<file path="config.mk">
export PLATFORM = sky130hd
export DESIGN_NAME = proper_divisor_pairs_flat
export DESIGN_NICKNAME = d
export VERILOG_FILES = /design/src/sv/pdp_pkg.sv /design/src/sv/pdp_ifs.sv /design/src/sv/proper_divisor_pairs.sv /design/src/flat_wrapper.sv
export SDC_FILE = /design/constraint.sdc
export NUM_CORES = 1
export LEC_CHECK = 0
export BUFFER_PORTS_ARGS = -buffer_cell sky130_fd_sc_hd__buf_2
export CAP_MARGIN = 20
export CORE_ASPECT_RATIO = 2
export CORE_MARGIN = 4
export CORE_UTILIZATION = 24
export CTS_BUF_LIST = sky130_fd_sc_hd__clkbuf_16
export CTS_CLUSTER_DIAMETER = 50
export DETAILED_ROUTE_END_ITERATION = 6
export PLACE_DENSITY = 0.5
export SETUP_SLACK_MARGIN = 0.5
export SLEW_MARGIN = 20
export SYNTH_ARGS = -nofsm -noshare
export SYNTH_HDL_FRONTEND = slang
export SYNTH_SLANG_ARGS = --single-unit
</file>
<file path="constraint.sdc">
create_clock -name clk -period 6 [get_ports clk]
set_input_delay 0 -clock clk [delete_from_list [all_inputs] [get_ports clk]]
set_output_delay 0 -clock clk [all_outputs]
set_load 0.01 [all_outputs]
</file>
<file path="src/sv/pdp_pkg.sv">
// ----------------------------------------------------------------------------
// pdp_pkg
// Shared types, constants and the sequencer program for the divisor-pair
// enumerator.
// ----------------------------------------------------------------------------
package pdp_pkg;

  // result field widths
  localparam int SMALL_W = 8;
  localparam int LARGE_W = 14;

  // first trial divisor
  localparam logic [SMALL_W-1:0] FIRST_CAND = SMALL_W'(2);

  // program step addresses
  typedef logic [2:0] step_t;
  localparam step_t STEP_WAIT  = 3'd0;
  localparam step_t STEP_CHKIN = 3'd1;
  localparam step_t STEP_TEST  = 3'd2;
  localparam step_t STEP_DIV   = 3'd3;
  localparam step_t STEP_CHK   = 3'd4;
  localparam step_t STEP_FIN   = 3'd5;
  localparam step_t STEP_ERR   = 3'd6;

  // what a step writes into the result register
  typedef enum logic [1:0] {
    EMIT_NONE,
    EMIT_PAIR,
    EMIT_FINAL,
    EMIT_ERROR
  } emit_t;

  // jump conditions
  typedef enum logic [2:0] {
    COND_ALWAYS,
    COND_ACCEPT,
    COND_BAD,
    COND_SQ_GT,
    COND_DIV_LAST
  } cond_t;

  // one control word
  typedef struct packed {
    logic  in_ready;
    logic  div_load;
    logic  div_step;
    logic  check;
    emit_t emit;
    cond_t cond;
    logic  stay;
    step_t target;
  } ctrl_t;

  // program rom: {ready, load, step, check, emit, cond, stay, target}
  function automatic ctrl_t ucode(input step_t pc);
    ctrl_t cw;
    cw = '{1'b0, 1'b0, 1'b0, 1'b0, EMIT_NONE, COND_ALWAYS, 1'b0, STEP_WAIT};
    case (pc)
      STEP_WAIT:  cw = '{1'b1, 1'b0, 1'b0, 1'b0, EMIT_NONE,  COND_ACCEPT,   1'b1, STEP_CHKIN};
      STEP_CHKIN: cw = '{1'b0, 1'b0, 1'b0, 1'b0, EMIT_NONE,  COND_BAD,      1'b0, STEP_ERR};
      STEP_TEST:  cw = '{1'b0, 1'b1, 1'b0, 1'b0, EMIT_NONE,  COND_SQ_GT,    1'b0, STEP_FIN};
      STEP_DIV:   cw = '{1'b0, 1'b0, 1'b1, 1'b0, EMIT_NONE,  COND_DIV_LAST, 1'b1, STEP_CHK};
      STEP_CHK:   cw = '{1'b0, 1'b0, 1'b0, 1'b1, EMIT_PAIR,  COND_ALWAYS,   1'b0, STEP_TEST};
      STEP_FIN:   cw = '{1'b0, 1'b0, 1'b0, 1'b0, EMIT_FINAL, COND_ALWAYS,   1'b0, STEP_WAIT};
      STEP_ERR:   cw = '{1'b0, 1'b0, 1'b0, 1'b0, EMIT_ERROR, COND_ALWAYS,   1'b0, STEP_WAIT};
      default:    cw = '{1'b0, 1'b0, 1'b0, 1'b0, EMIT_NONE,  COND_ALWAYS,   1'b0, STEP_WAIT};
    endcase
    return cw;
  endfunction

endpackage

</file>
<file path="src/sv/pdp_ifs.sv">
// ----------------------------------------------------------------------------
// pdp channel interfaces
// Valid/ready channels for the input number and the divisor-pair results.
// ----------------------------------------------------------------------------
interface pdp_in_if #(
  parameter int NUMBER_WIDTH = 16
) ();
  logic                           valid;
  logic                           ready;
  logic signed [NUMBER_WIDTH-1:0] number;

  modport source (output valid, output number, input ready);
  modport sink   (input valid, input number, output ready);
endinterface

interface pdp_out_if import pdp_pkg::*; ();
  logic               valid;
  logic               ready;
  logic [SMALL_W-1:0] small_divisor;
  logic [LARGE_W-1:0] large_divisor;
  logic               pair_valid;
  logic               is_square_root;
  logic               input_error;
  logic               last_item;

  modport source (output valid, output small_divisor, output large_divisor,
                  output pair_valid, output is_square_root, output input_error,
                  output last_item, input ready);
  modport sink   (input valid, input small_divisor, input large_divisor,
                  input pair_valid, input is_square_root, input input_error,
                  input last_item, output ready);
endinterface

</file>
<file path="src/sv/proper_divisor_pairs.sv">
// Sequence: an error input passes the input check step and the error step before its item
// is loaded; otherwise each candidate takes one square test, NUMBER_WIDTH-1 divider steps
// and one check, and the final item is loaded once a candidate's square exceeds the number.
// Flow: one number at a time, taken only once the last item of the one before is loaded;
// the bit-serial restoring divider is shared by all candidates.
// Reset: synchronous active-low rst_n returns the sequencer to its wait step and empties
// the result register; nothing else is kept between numbers.
// ----------------------------------------------------------------------------
// proper_divisor_pairs
// Trial-division divisor pair lister driven by a small microcode program.
// ----------------------------------------------------------------------------
module proper_divisor_pairs import pdp_pkg::*; #(
  parameter int NUMBER_WIDTH = 16
) (
  input  logic       clk,
  input  logic       rst_n,
  pdp_in_if.sink     in_chan,
  pdp_out_if.source  out_chan
);

  localparam int DW = NUMBER_WIDTH - 1;
  localparam int CW = $clog2(DW);
  localparam logic [CW-1:0] DIV_LAST = CW'(DW - 1);

  // sequencer and datapath registers
  step_t               pc_r, pc_nxt;
  logic [NUMBER_WIDTH-1:0] num_r;
  logic [SMALL_W-1:0]  c_r;
  logic [SMALL_W-1:0]  rem_r;
  logic [DW-1:0]       qr_r;
  logic [CW-1:0]       cnt_r;

  // held pair, written out once the next one is found or the run ends
  logic                pend_v_r;
  logic [SMALL_W-1:0]  pend_c_r;
  logic [LARGE_W-1:0]  pend_q_r;
  logic                pend_sq_r;

  // result register
  logic                out_valid_r;
  logic [SMALL_W-1:0]  out_small_r;
  logic [LARGE_W-1:0]  out_large_r;
  logic                out_pair_r;
  logic                out_sq_r;
  logic                out_err_r;
  logic                out_last_r;

  ctrl_t               cw;
  logic                num_bad;
  logic                sq_gt;
  logic                rem_zero;
  logic [SMALL_W:0]    rem_sh;
  logic                rem_ge;
  logic                slot_free;
  logic                emit_req;
  logic                stall;
  logic                cond_true;
  logic [LARGE_W-1:0]  quot;

  // decode current step
  assign cw = ucode(pc_r);

  // status from the datapath
  assign num_bad   = num_r[NUMBER_WIDTH-1] || (num_r == '0);
  assign sq_gt     = (16'(c_r) * 16'(c_r)) > 16'(num_r[DW-1:0]);
  assign rem_zero  = (rem_r == '0);
  assign rem_sh    = {rem_r, qr_r[DW-1]};
  assign rem_ge    = rem_sh >= {1'b0, c_r};
  assign quot      = LARGE_W'(qr_r);

  // result slot handling
  assign slot_free = !out_valid_r || out_chan.ready;
  always_comb begin
    case (cw.emit)
      EMIT_PAIR:  emit_req = rem_zero && pend_v_r;
      EMIT_FINAL: emit_req = 1'b1;
      EMIT_ERROR: emit_req = 1'b1;
      default:    emit_req = 1'b0;
    endcase
  end
  assign stall = emit_req && !slot_free;

  // jump condition select
  always_comb begin
    case (cw.cond)
      COND_ALWAYS:   cond_true = 1'b1;
      COND_ACCEPT:   cond_true = in_chan.valid;
      COND_BAD:      cond_true = num_bad;
      COND_SQ_GT:    cond_true = sq_gt;
      COND_DIV_LAST: cond_true = (cnt_r == DIV_LAST);
      default:       cond_true = 1'b0;
    endcase
  end

  // next step
  always_comb begin
    if (stall) begin
      pc_nxt = pc_r;
    end else if (cond_true) begin
      pc_nxt = cw.target;
    end else if (cw.stay) begin
      pc_nxt = pc_r;
    end else begin
      pc_nxt = step_t'(pc_r + 3'd1);
    end
  end

  assign in_chan.ready = cw.in_ready;

  // step counter and control state
  always_ff @(posedge clk) begin
    if (!rst_n) begin
      pc_r     <= STEP_WAIT;
      pend_v_r <= 1'b0;
    end else begin
      pc_r <= pc_nxt;
      if (cw.in_ready && in_chan.valid) begin
        pend_v_r <= 1'b0;
      end else if (!stall && cw.check && rem_zero) begin
        pend_v_r <= 1'b1;
      end else if (!stall && cw.emit == EMIT_FINAL) begin
        pend_v_r <= 1'b0;
      end
    end
  end

  // number capture, candidate and divider
  always_ff @(posedge clk) begin
    if (cw.in_ready && in_chan.valid) begin
      num_r <= in_chan.number;
      c_r   <= FIRST_CAND;
    end
    if (cw.div_load) begin
      rem_r <= '0;
      qr_r  <= num_r[DW-1:0];
      cnt_r <= '0;
    end
    if (cw.div_step) begin
      rem_r <= rem_ge ? SMALL_W'(rem_sh - {1'b0, c_r}) : rem_sh[SMALL_W-1:0];
      qr_r  <= {qr_r[DW-2:0], rem_ge};
      cnt_r <= cnt_r + CW'(1);
    end
    if (cw.check && !stall) begin
      if (rem_zero) begin
        pend_c_r  <= c_r;
        pend_q_r  <= quot;
        pend_sq_r <= (quot == LARGE_W'(c_r));
      end
      c_r <= c_r + SMALL_W'(1);
    end
  end

  // result register valid
  always_ff @(posedge clk) begin
    if (!rst_n) begin
      out_valid_r <= 1'b0;
    end else if (emit_req && !stall) begin
      out_valid_r <= 1'b1;
    end else if (out_chan.ready) begin
      out_valid_r <= 1'b0;
    end
  end

  // result register payload
  always_ff @(posedge clk) begin
    if (emit_req && !stall) begin
      case (cw.emit)
        EMIT_PAIR: begin
          out_small_r <= pend_c_r;
          out_large_r <= pend_q_r;
          out_pair_r  <= 1'b1;
          out_sq_r    <= pend_sq_r;
          out_err_r   <= 1'b0;
          out_last_r  <= 1'b0;
        end
        EMIT_FINAL: begin
          out_small_r <= pend_v_r ? pend_c_r : '0;
          out_large_r <= pend_v_r ? pend_q_r : '0;
          out_pair_r  <= pend_v_r;
          out_sq_r    <= pend_v_r && pend_sq_r;
          out_err_r   <= 1'b0;
          out_last_r  <= 1'b1;
        end
        default: begin
          out_small_r <= '0;
          out_large_r <= '0;
          out_pair_r  <= 1'b0;
          out_sq_r    <= 1'b0;
          out_err_r   <= 1'b1;
          out_last_r  <= 1'b1;
        end
      endcase
    end
  end

  assign out_chan.valid          = out_valid_r;
  assign out_chan.small_divisor  = out_small_r;
  assign out_chan.large_divisor  = out_large_r;
  assign out_chan.pair_valid     = out_pair_r;
  assign out_chan.is_square_root = out_sq_r;
  assign out_chan.input_error    = out_err_r;
  assign out_chan.last_item      = out_last_r;

`ifndef SYNTHESIS
  // an error item is always alone and carries no pair
  a_err_item: assert property (@(posedge clk) disable iff (!rst_n)
    out_valid_r && out_err_r |-> out_last_r && !out_pair_r)
    else $error("error item not final or carries a pair");

  // a reported pair never has a divisor below the first candidate
  a_pair_small: assert property (@(posedge clk) disable iff (!rst_n)
    out_valid_r && out_pair_r |-> out_small_r >= FIRST_CAND)
    else $error("pair with small divisor below first candidate");

  // no held pair is left over once the sequencer waits for a number
  a_pend_clear: assert property (@(posedge clk) disable iff (!rst_n)
    pc_r == STEP_WAIT |-> !pend_v_r)
    else $error("held pair survived end of run");

  // the result register only loads when its slot is free
  a_no_overwrite: assert property (@(posedge clk) disable iff (!rst_n)
    out_valid_r && !out_chan.ready |=> $stable(out_small_r) && $stable(out_large_r))
    else $error("stalled result overwritten");
`endif

endmodule
</file>
<file path="src/flat_wrapper.sv">
// flat-port wrapper written by rule: the top's interface ports become plain ports
module proper_divisor_pairs_flat import pdp_pkg::*;
#(
  parameter int NUMBER_WIDTH = 16
)
  (clk, rst_n, in_chan_valid, in_chan_number, in_chan_ready, out_chan_valid, out_chan_small_divisor, out_chan_large_divisor, out_chan_pair_valid, out_chan_is_square_root, out_chan_input_error, out_chan_last_item, out_chan_ready);
  pdp_in_if #(.NUMBER_WIDTH(NUMBER_WIDTH)) in_chan_i ();
  pdp_out_if out_chan_i ();
  input  logic clk;
  input  logic rst_n;
  input wire logic [$bits(in_chan_i.valid)-1:0] in_chan_valid;
  input wire logic [$bits(in_chan_i.number)-1:0] in_chan_number;
  output wire logic [$bits(in_chan_i.ready)-1:0] in_chan_ready;
  output wire logic [$bits(out_chan_i.valid)-1:0] out_chan_valid;
  output wire logic [$bits(out_chan_i.small_divisor)-1:0] out_chan_small_divisor;
  output wire logic [$bits(out_chan_i.large_divisor)-1:0] out_chan_large_divisor;
  output wire logic [$bits(out_chan_i.pair_valid)-1:0] out_chan_pair_valid;
  output wire logic [$bits(out_chan_i.is_square_root)-1:0] out_chan_is_square_root;
  output wire logic [$bits(out_chan_i.input_error)-1:0] out_chan_input_error;
  output wire logic [$bits(out_chan_i.last_item)-1:0] out_chan_last_item;
  input wire logic [$bits(out_chan_i.ready)-1:0] out_chan_ready;
  assign in_chan_i.valid = in_chan_valid;
  assign in_chan_i.number = in_chan_number;
  assign in_chan_ready = in_chan_i.ready;
  assign out_chan_valid = out_chan_i.valid;
  assign out_chan_small_divisor = out_chan_i.small_divisor;
  assign out_chan_large_divisor = out_chan_i.large_divisor;
  assign out_chan_pair_valid = out_chan_i.pair_valid;
  assign out_chan_is_square_root = out_chan_i.is_square_root;
  assign out_chan_input_error = out_chan_i.input_error;
  assign out_chan_last_item = out_chan_i.last_item;
  assign out_chan_i.ready = out_chan_ready;
  proper_divisor_pairs #(.NUMBER_WIDTH(NUMBER_WIDTH)) u_core (.clk(clk), .rst_n(rst_n), .in_chan(in_chan_i), .out_chan(out_chan_i));
endmodule
</file>
### Yosys cells after proc, flatten, opt, wreduce, memory -nomap -nowiden

Cells that the tools add are included.

* register bits: 105
* word-level logic and storage cells: 94

* eq/ne operators: 16
* magnitude comparators: 2
* $add $sub $neg: 4
* bitwise logic cells: 2
* $mul: 1
* reduce and logical (&&, ||, !) cells: 26
* mux-type cells: 26

Operator list (count)
* 13-bit case mux with 7 select lines: 1
* 8-bit two-way mux: 6
* 15-bit two-way mux: 2
* 14-bit case mux with 2 select lines: 1
* 16-bit by 15-bit greater-than comparator with 1-bit output: 1
* 16-bit logical NOT: 1
* 8-bit by 8-bit multiplier with 16-bit output: 1
* 8-bit case mux with 2 select lines: 1
* 14-bit by 8-bit == test with 1-bit output: 1
* 14-bit two-way mux: 1
* 3-bit by 2-bit == test with 1-bit output (second input constant): 4
* 3-bit == test (second input constant): 4
* 9-bit by 8-bit >= comparator with 1-bit output: 1
* 8-bit by 1-bit adder with 8-bit output (second input constant): 1
* 1-bit logical AND: 8
* 8-bit logical NOT: 1
* 4-bit two-way mux: 2
* 2-bit nonzero test: 4
* 8-bit subtractor: 1
* 3-bit by 1-bit == test with 1-bit output (second input constant): 2
* 3-bit logical NOT: 2
* 1-bit two-way mux: 6
* 3-bit two-way mux: 2
* 1-bit case mux with 2 select lines: 3
* 12 further kinds: 20

### Longest topological paths before layout

Gate-level depths: netlist of the first run.

* depth in word-level cells: 10
* mapped depth: 29
* mapped depth without buffers: 28

### Worst setup path after synthesis of the first run

Ideal clock, no wire load.

* path kind: register -> register
* from: register u_core.c_r[2]
* to: register u_core.pc_r[1]
* library setup time: 0.123 ns
* stages on the path, launching flop included: 27
* data required time: 5.877 ns
* arrival: 5.940 ns
* buffers on the path: 1
* path slack: -0.063 ns
* path through: edfxtp_1 clkbuf_1 inv_1 nor2_1 fa_1 fa_1 inv_1 fa_1 fa_1 inv_1 ha_1 a21o_1 a21oi_1 o21ai_0 a211oi_1 o21bai_1 a21oi_1 xnor2_1 ha_1 nand3_1 nor4bb_1 a21oi_1 o21ai_0 o21ai_1 a21o_1 a211oi_1 o41ai_2

* cells in the longest elaborated chain, start to end: 5

RTL lines
* from (decl): RTL line proper_divisor_pairs.sv:28 `logic [SMALL_W-1:0] c_r;`
* from (signal assigned): RTL line proper_divisor_pairs.sv:149 `c_r <= c_r + SMALL_W'(1);`
* 8-bit by 8-bit multiplier with 16-bit output (*): RTL line proper_divisor_pairs.sv:65 `assign sq_gt = (16'(c_r) * 16'(c_r)) > 16'(num_r[DW-1:0]);`
* 16-bit by 15-bit greater-than comparator with 1-bit output (*): RTL line proper_divisor_pairs.sv:65
* 1-bit case mux with 5 select lines (*): RTL line proper_divisor_pairs.sv:85 `case (cw.cond)`
* 2-bit != test (no source line)
* 2-bit AND reduction (no source line)
* to (signal assigned): RTL line proper_divisor_pairs.sv:116 `pc_r <= pc_nxt;`
* to (decl): RTL line proper_divisor_pairs.sv:26 `step_t pc_r, pc_nxt;`

Every way passes the cells marked *; elsewhere a longest branch is shown, timed or not.
A chain may end at the register's enable or synchronous reset.

### Worst setup path in the final report of the first run

* from: register u_core.c_r[4]
* to: register u_core.pc_r[2]

The elaborated chain is that of the path after synthesis.

==> flow_summary.toml, run 1 <==
[outcome]
status = "finished, final reports clean"

[synthesis]
synth_cell_type_count = 55
synth_cells = 580
ys_ff_latch = 105
yosys_warnings = 0
synth_enable_flop_cells = 100
synth-async-reset-ratio_pct = 0
synth_area_leaders = "edfxtp_1 (45%), ha_1 (11%), fa_1 (7.8%)"
yosys.area.top_type_share_pct = 45.0
avgSynthCellArea_sq_um = 11.5
yosysSeqAreaShare_pct = 46.5
yosys_most_used_dff = "edfxtp_1"
synthesis.nets = 687
synth.cell_area_sq_um = 6680
yosys.area.top_type = "edfxtp_1"

[cts]
cts.clk_slew.worst_paths_ns = 0.07
cts_buffers = 9
insertion_delay_ns = 0.36
root_buffer = "clkbuf_16"
clock-sinks = 105
htree_levels = 3
cts_max_path_buffers = 2
cts_tree = "done"

[global_route]
grt_usage_pct = 11.3
overflow = 0
antenna_found_initial = 0
grt_max_degree = 36
grt_pass1_wl_um = 26500
grt_pass1_vias = 4958

[place]
gp_congestion = 0.872
dp_hpwl_um = 13500
numPortBuffers = 47

[critical_path]
crit_path_end_kind = "flip-flop"
cp-endpoint = "u_core.pc_r[2]$_SDFFE_PN0P_"
crit_cells = 28
worstRegToRegCells = 28
critPathMaxStageDelay_ns = 0.54
worst-path-buf-inv = 6
r2r_end = "u_core.pc_r[2]$_SDFFE_PN0P_"
required_ns = 6.25
critical_path_class = "flip-flop to flip-flop"
critPathTopFamily = "adder cells"
start_kind = "flip-flop"
crit_path_top_delay_cell = "fa_1"
timing.rr.start = "u_core.c_r[4]$_SDFFCE_PN0P_"
cp_max_fo = 4
worstPathArrival_ns = 6.01
startpoint = "u_core.c_r[4]$_SDFFCE_PN0P_"
reg2reg_setup_slack_ns = 0.24

[floorplanning]
ios = 48
die_x_um = 126
dieArea_sq_um = 30700
core-area_sq_um = 27500
die_h_um = 244
num_rows = 86
floorplan.initialDensity_pct = 24.2

[drt]
drc_errors = 0
drt_iter0_markers = 194
wl_per_cell_um = 16.3
vias = 4644
antenna_left = 0
viasPerCell = 4.43
dr.pass1.iters = 6
drt-total-wl_um = 17000

[timing]
post-route-min-period_ns = 5.76
setup_violations = 0
rsz0062_at_grt = "true"
fmax_ghz = 0.174
skew_ns = 0.00841
max_slew_margin_pct = 45.0
finalCritPeriodShare_pct = 96.0
hold_violations = 0
slew_viol_final = 0
worst_pin_slew_ns = 0.824

[layout]
num_antenna_cells = 0
area_delta_synth_final_pct = 25.9
fin_util_pct = 30.5
drive_above_1_share_pct = 26.7
fin_nets = 798

[hold_path]
holdPathStages = 3
holdCritPathClass = "input port to flip-flop"

[job]
max_cap_violations = 0
## layout by cell type (no fill, tap or decap), drive strengths merged, types with 3 or more instances in the layout
cell type	netlist	layout
nor4	11	11
buf	5	94
mux2	17	17
nor2	58	58
clkbuf	6	9
nor3	5	5
o211ai	6	6
o21a	4	4
nand4	6	6
bufinv	0	3
or2	3	3
mux2i	6	6
xor2	8	8
fa	26	26
nand2	27	27
ha	61	61
o21ai	17	17
edfxtp	100	100
a21boi	3	3
xnor2	27	27
inv	76	78
nand3	8	8
and2	24	24
dlygate4sd3	0	17
nor2b	3	3
a21oi	19	19
dfxtp	5	5
a21o	9	9
clkinv	3	3
nand2b	5	5
o21bai	3	3
a211oi	5	5
## cell usage after synthesis (5+ instances only)
library cell,number
edfxtp_1,100
inv_1,76
ha_1,61
nor2_1,58
xnor2_1,27
fa_1,26
nand2_1,26
and2_1,24
a21oi_1,18
mux2_2,17
o21ai_0,13
nor4_1,11
a21o_1,9
nand3_1,8
xor2_1,8
clkbuf_1,6
mux2i_1,6
nand4_1,6
a211oi_1,5
dfxtp_1,5
nand2b_1,5
## through the flow
step / worst slack, ns / cells / instance area, sq um / setup TNS, ns / hold WS (ns)
floorplan: 0.508 / 580 / 6730 / 0 / 0.0989
finish: 0.239 / 1048 / 8400 / 0 / 0.0964
global placement: 0.0935 / 987 / 7510 / 0 / 0.178
CTS: 0.243 / 1039 / 8240 / 0 / 0.0948
global route: -0.0532 / 1048 / 8400 / -0.0641 / 0.123
detailed placement: 0.0300 / 987 / 7510 / 0 / 0.180
## cell families (layout without fill, tap and decap cells)
group,count (synthesis),in the layout,share of synthesized area [%]
AO/OA/AOI/OAI,80,80,8.90
XOR/XNOR,35,35,4.59
adder cells (fa/ha/maj),87,87,19.2
buffers and inverters,90,206,5.10
flip-flops,105,105,46.5
multiplexers,23,23,3.77
AND/OR/NAND/NOR,160,160,11.9
## cell type report
type | count | area [sq um]
timing repair buffer | 111 | 762
clock buffer | 9 | 225
multi-input combinational | 385 | 3440
fill | 2882 | 19100
sequential | 105 | 3100
inverter | 79 | 312
tap | 352 | 440
clock inverter | 7 | 118
## worst min-delay path, stage by stage
cell,delay [ns]
buf_2,0.07
nand2b_1,0.23
a21oi_1,0.10
## registers in the layout, indices dropped and copies added, names as in the netlist
signal	count
u_core.num_r	16
u_core.qr_r	15
u_core.out_chan.large_divisor	14
u_core.pend_q_r	14
u_core.c_r	8
u_core.out_chan.small_divisor	8
u_core.pend_c_r	8
u_core.rem_r	8
u_core.cnt_r	4
u_core.pc_r	3
u_core.out_chan.input_error	1
u_core.out_chan.is_square_root	1
u_core.out_chan.last_item	1
u_core.out_chan.pair_valid	1
u_core.out_chan.valid	1
u_core.pend_sq_r	1
u_core.pend_v_r	1
## how the worst min path moves through the flow
stage	start	endpoint	slack, ns
2_1_floorplan	in_chan_number[0]	u_core.num_r[0]$_DFFE_PP_	0.1
3_3_place_gp	in_chan_number[11]	u_core.num_r[11]$_DFFE_PP_	0.18
3_5_place_dp	in_chan_number[11]	u_core.num_r[11]$_DFFE_PP_	0.18
4_1_cts	out_chan_ready	u_core.out_chan.valid$_SDFFE_PN0P_	0.09
5_1_grt	out_chan_ready	u_core.out_chan.valid$_SDFFE_PN0P_	0.12
6_report	out_chan_ready	u_core.out_chan.valid$_SDFFE_PN0P_	0.1
## routing by layer
| metal | part of all wire [%] | track usage [%] | wire (um) |
|---|---|---|---|
| met5 | 0 | 0 | 0 |
| met4 | 5.1 | 6.51 | 865 |
| met3 | 2.6 | 1.40 | 448 |
| met2 | 59 | 22.6 | 10000 |
| met1 | 34 | 10.5 | 5720 |
## what timing repair did
action	4_1_cts	5_1_grt
gates cloned	0	0
pin swaps	25	30
hold endpoints to repair	18	0
buffers inserted	19	9
hold buffers	17	0
resized for setup	18	21
endpoints found under the setup margin	3	3
Power of run 1 is left out: the tool's default activity adds up to more than one toggle a clock period on the data nets, which glitch-free logic cannot reach.
==> inputs of run 2 (changes only) <==
- REMOVE_ABC_BUFFERS: unset -> 1
==> run 2 against run 1 <==
  * Cell area grew 5.5%
  * Via count increased by 5.2%
  * Sequential share of layout area shrank 1.9 points
  * Global-route usage rose by 0.64 points
  * Hold slack got worse by 0.017 ns
  * Core utilization up 1.7 points
  * Cell count grew 4.9%
  * Critical path depth up 15
  * Non-clock buffer count up 51
  * Wire length is 5.6% higher
  * Flip-flop and latch count unchanged
  * Critical endpoint is now u_core.c_r[7]$_SDFFCE_PN0P_
==> flow_summary.toml, run 2 (synthesized netlist as in run 1, its figures left out) <==
[layout]
largest_reg_flops = 16
top_register = "u_core.num_r"
num_antenna_cells = 0
reg_top3 = "u_core.num_r (16), u_core.qr_r (15)"
fin_nets = 849
stdcell_area_sq_um = 8870
drive_above_1_share_pct = 33.1
mostFrequentLayoutCell = "edfxtp_1"
mostFrequentLayoutCells = "edfxtp_1 (100), buf_4 (75), inv_1 (68), ha_1 (55)"
area_delta_synth_final_pct = 32.8

[critical_path]
critPathMaxStageDelay_ns = 0.38
crit_path_top_delay_cell = "edfxtp_1"
reg2reg_setup_slack_ns = 0.07
cp_max_fo = 4
required_ns = 6.09
path_common_cell = "buf_4"
worstPathArrival_ns = 6.02
start_kind = "flip-flop"
critical_path_class = "flip-flop to flip-flop"
crit_path_end_kind = "flip-flop"

[timing]
max_slew_margin_pct = 42.6
setup_slack_ns = 0.0685
finalCritPeriodShare_pct = 98.9
slew_viol_final = 0
fmax_ghz = 0.169
post-route-min-period_ns = 5.93
setup_violations = 0
skew_ns = 0.00862
hold_slack_ns = 0.0794
rsz0062_at_grt = "true"
tns_ns = 0
worst_pin_slew_ns = 0.861
hold_violations = 0

[drt]
viasPerCell = 4.45
antenna_left = 0
drt-total-wl_um = 18000
vias = 4887
wl_per_cell_um = 16.4
drt_iter0_markers = 263
dr.pass1.iters = 4
drc_errors = 0

[global_route]
grt_usage_pct = 11.9
overflow = 0
grt_pass1_vias = 5112
grt_max_degree = 36
antenna_found_initial = 0
grt_pass1_wl_um = 27900

[cts]
htree_levels = 3
cts_tree = "done"
cts.clk_slew.worst_paths_ns = 0.08
cts_max_path_buffers = 2
root_buffer = "clkbuf_16"
cts_buffers = 9
insertion_delay_ns = 0.36
clock-sinks = 105

[hold_path]
holdCritPathClass = "input port to flip-flop"

[place]
numPortBuffers = 47
dp_slack_ns = -0.0593
dp_hpwl_um = 13400
gp_congestion = 0.861
dpl_cell_area_sq_um = 7620

[floorplanning]
dieArea_sq_um = 30700
floorplan.initialDensity_pct = 24.2
num_rows = 86
core-area_sq_um = 27500
die_h_um = 244
ios = 48
die_x_um = 126

[job]
max_cap_violations = 0

[outcome]
status = "finished, final reports clean"
[run 2: cell types whose count changed in the layout (fill, tap and decap cells not counted), sizes merged]
cell	change
buf	+51
bufinv	-3
clkinv	+3
clkinvlp	-1
inv	+1
[run 2: repair_timing]
item / in CTS / in global routing
endpoints found under the setup margin: 3 / 5
pin swaps: 44 / 9
gates resized for setup: 71 / 23
endpoints found under the hold margin: 18 / 0
gates cloned: 0 / 0
hold buffers: 17 / 0
setup buffers: 43 / 15
[run 2: path summary, 6_finish.rpt]
check | from | endpoint | cells past startpoint
setup / recovery | u_core.c_r[5]$_SDFFCE_PN0P_ | u_core.c_r[7]$_SDFFCE_PN0P_ | 43
hold / removal | out_chan_ready | u_core.out_chan.valid$_SDFFE_PN0P_ | 3
setup reg to reg | u_core.c_r[5]$_SDFFCE_PN0P_ | u_core.c_r[7]$_SDFFCE_PN0P_ | 43
hold reg to reg | u_core.qr_r[8]$_DFFE_PP_ | u_core.pend_q_r[8]$_DFFE_PP_ | 0
[run 2: critical path, delay by kind of cell, from the launching register on]
kind                      cells  cell delay (ns)
xor gates and xnor gates      1             0.15
buffers and inverters        39             4.67
DFF                           1             0.38
and+or+nand+nor               3             0.43
[run 2: routing by layer]
metal	part of all wire [%]	global-route usage [%]
met1	34	11.4
met3	3.2	1.45
met4	5.4	7.04
met5	0	0
met2	58	23.5
[run 2: per-stage QoR]
step / utilization, % / instances
finish: 32.2 / 1099
global route: 32.2 / 1099
CTS: 31.5 / 1084
detailed placement: 27.7 / 1008
global placement: 27.7 / 1008
floorplan: - / 569
[run 2: layout make-up]
cell class / instances / area (sq um)
fill: 2835 / 18700
multi-input combinational: 385 / 3520
sequential: 105 / 3100
timing repair buffer: 162 / 1230
tap: 352 / 440
inverter: 79 / 300
clock buffer: 9 / 225
clock inverter: 7 / 53.8
Power of run 2 is left out for the same reason.
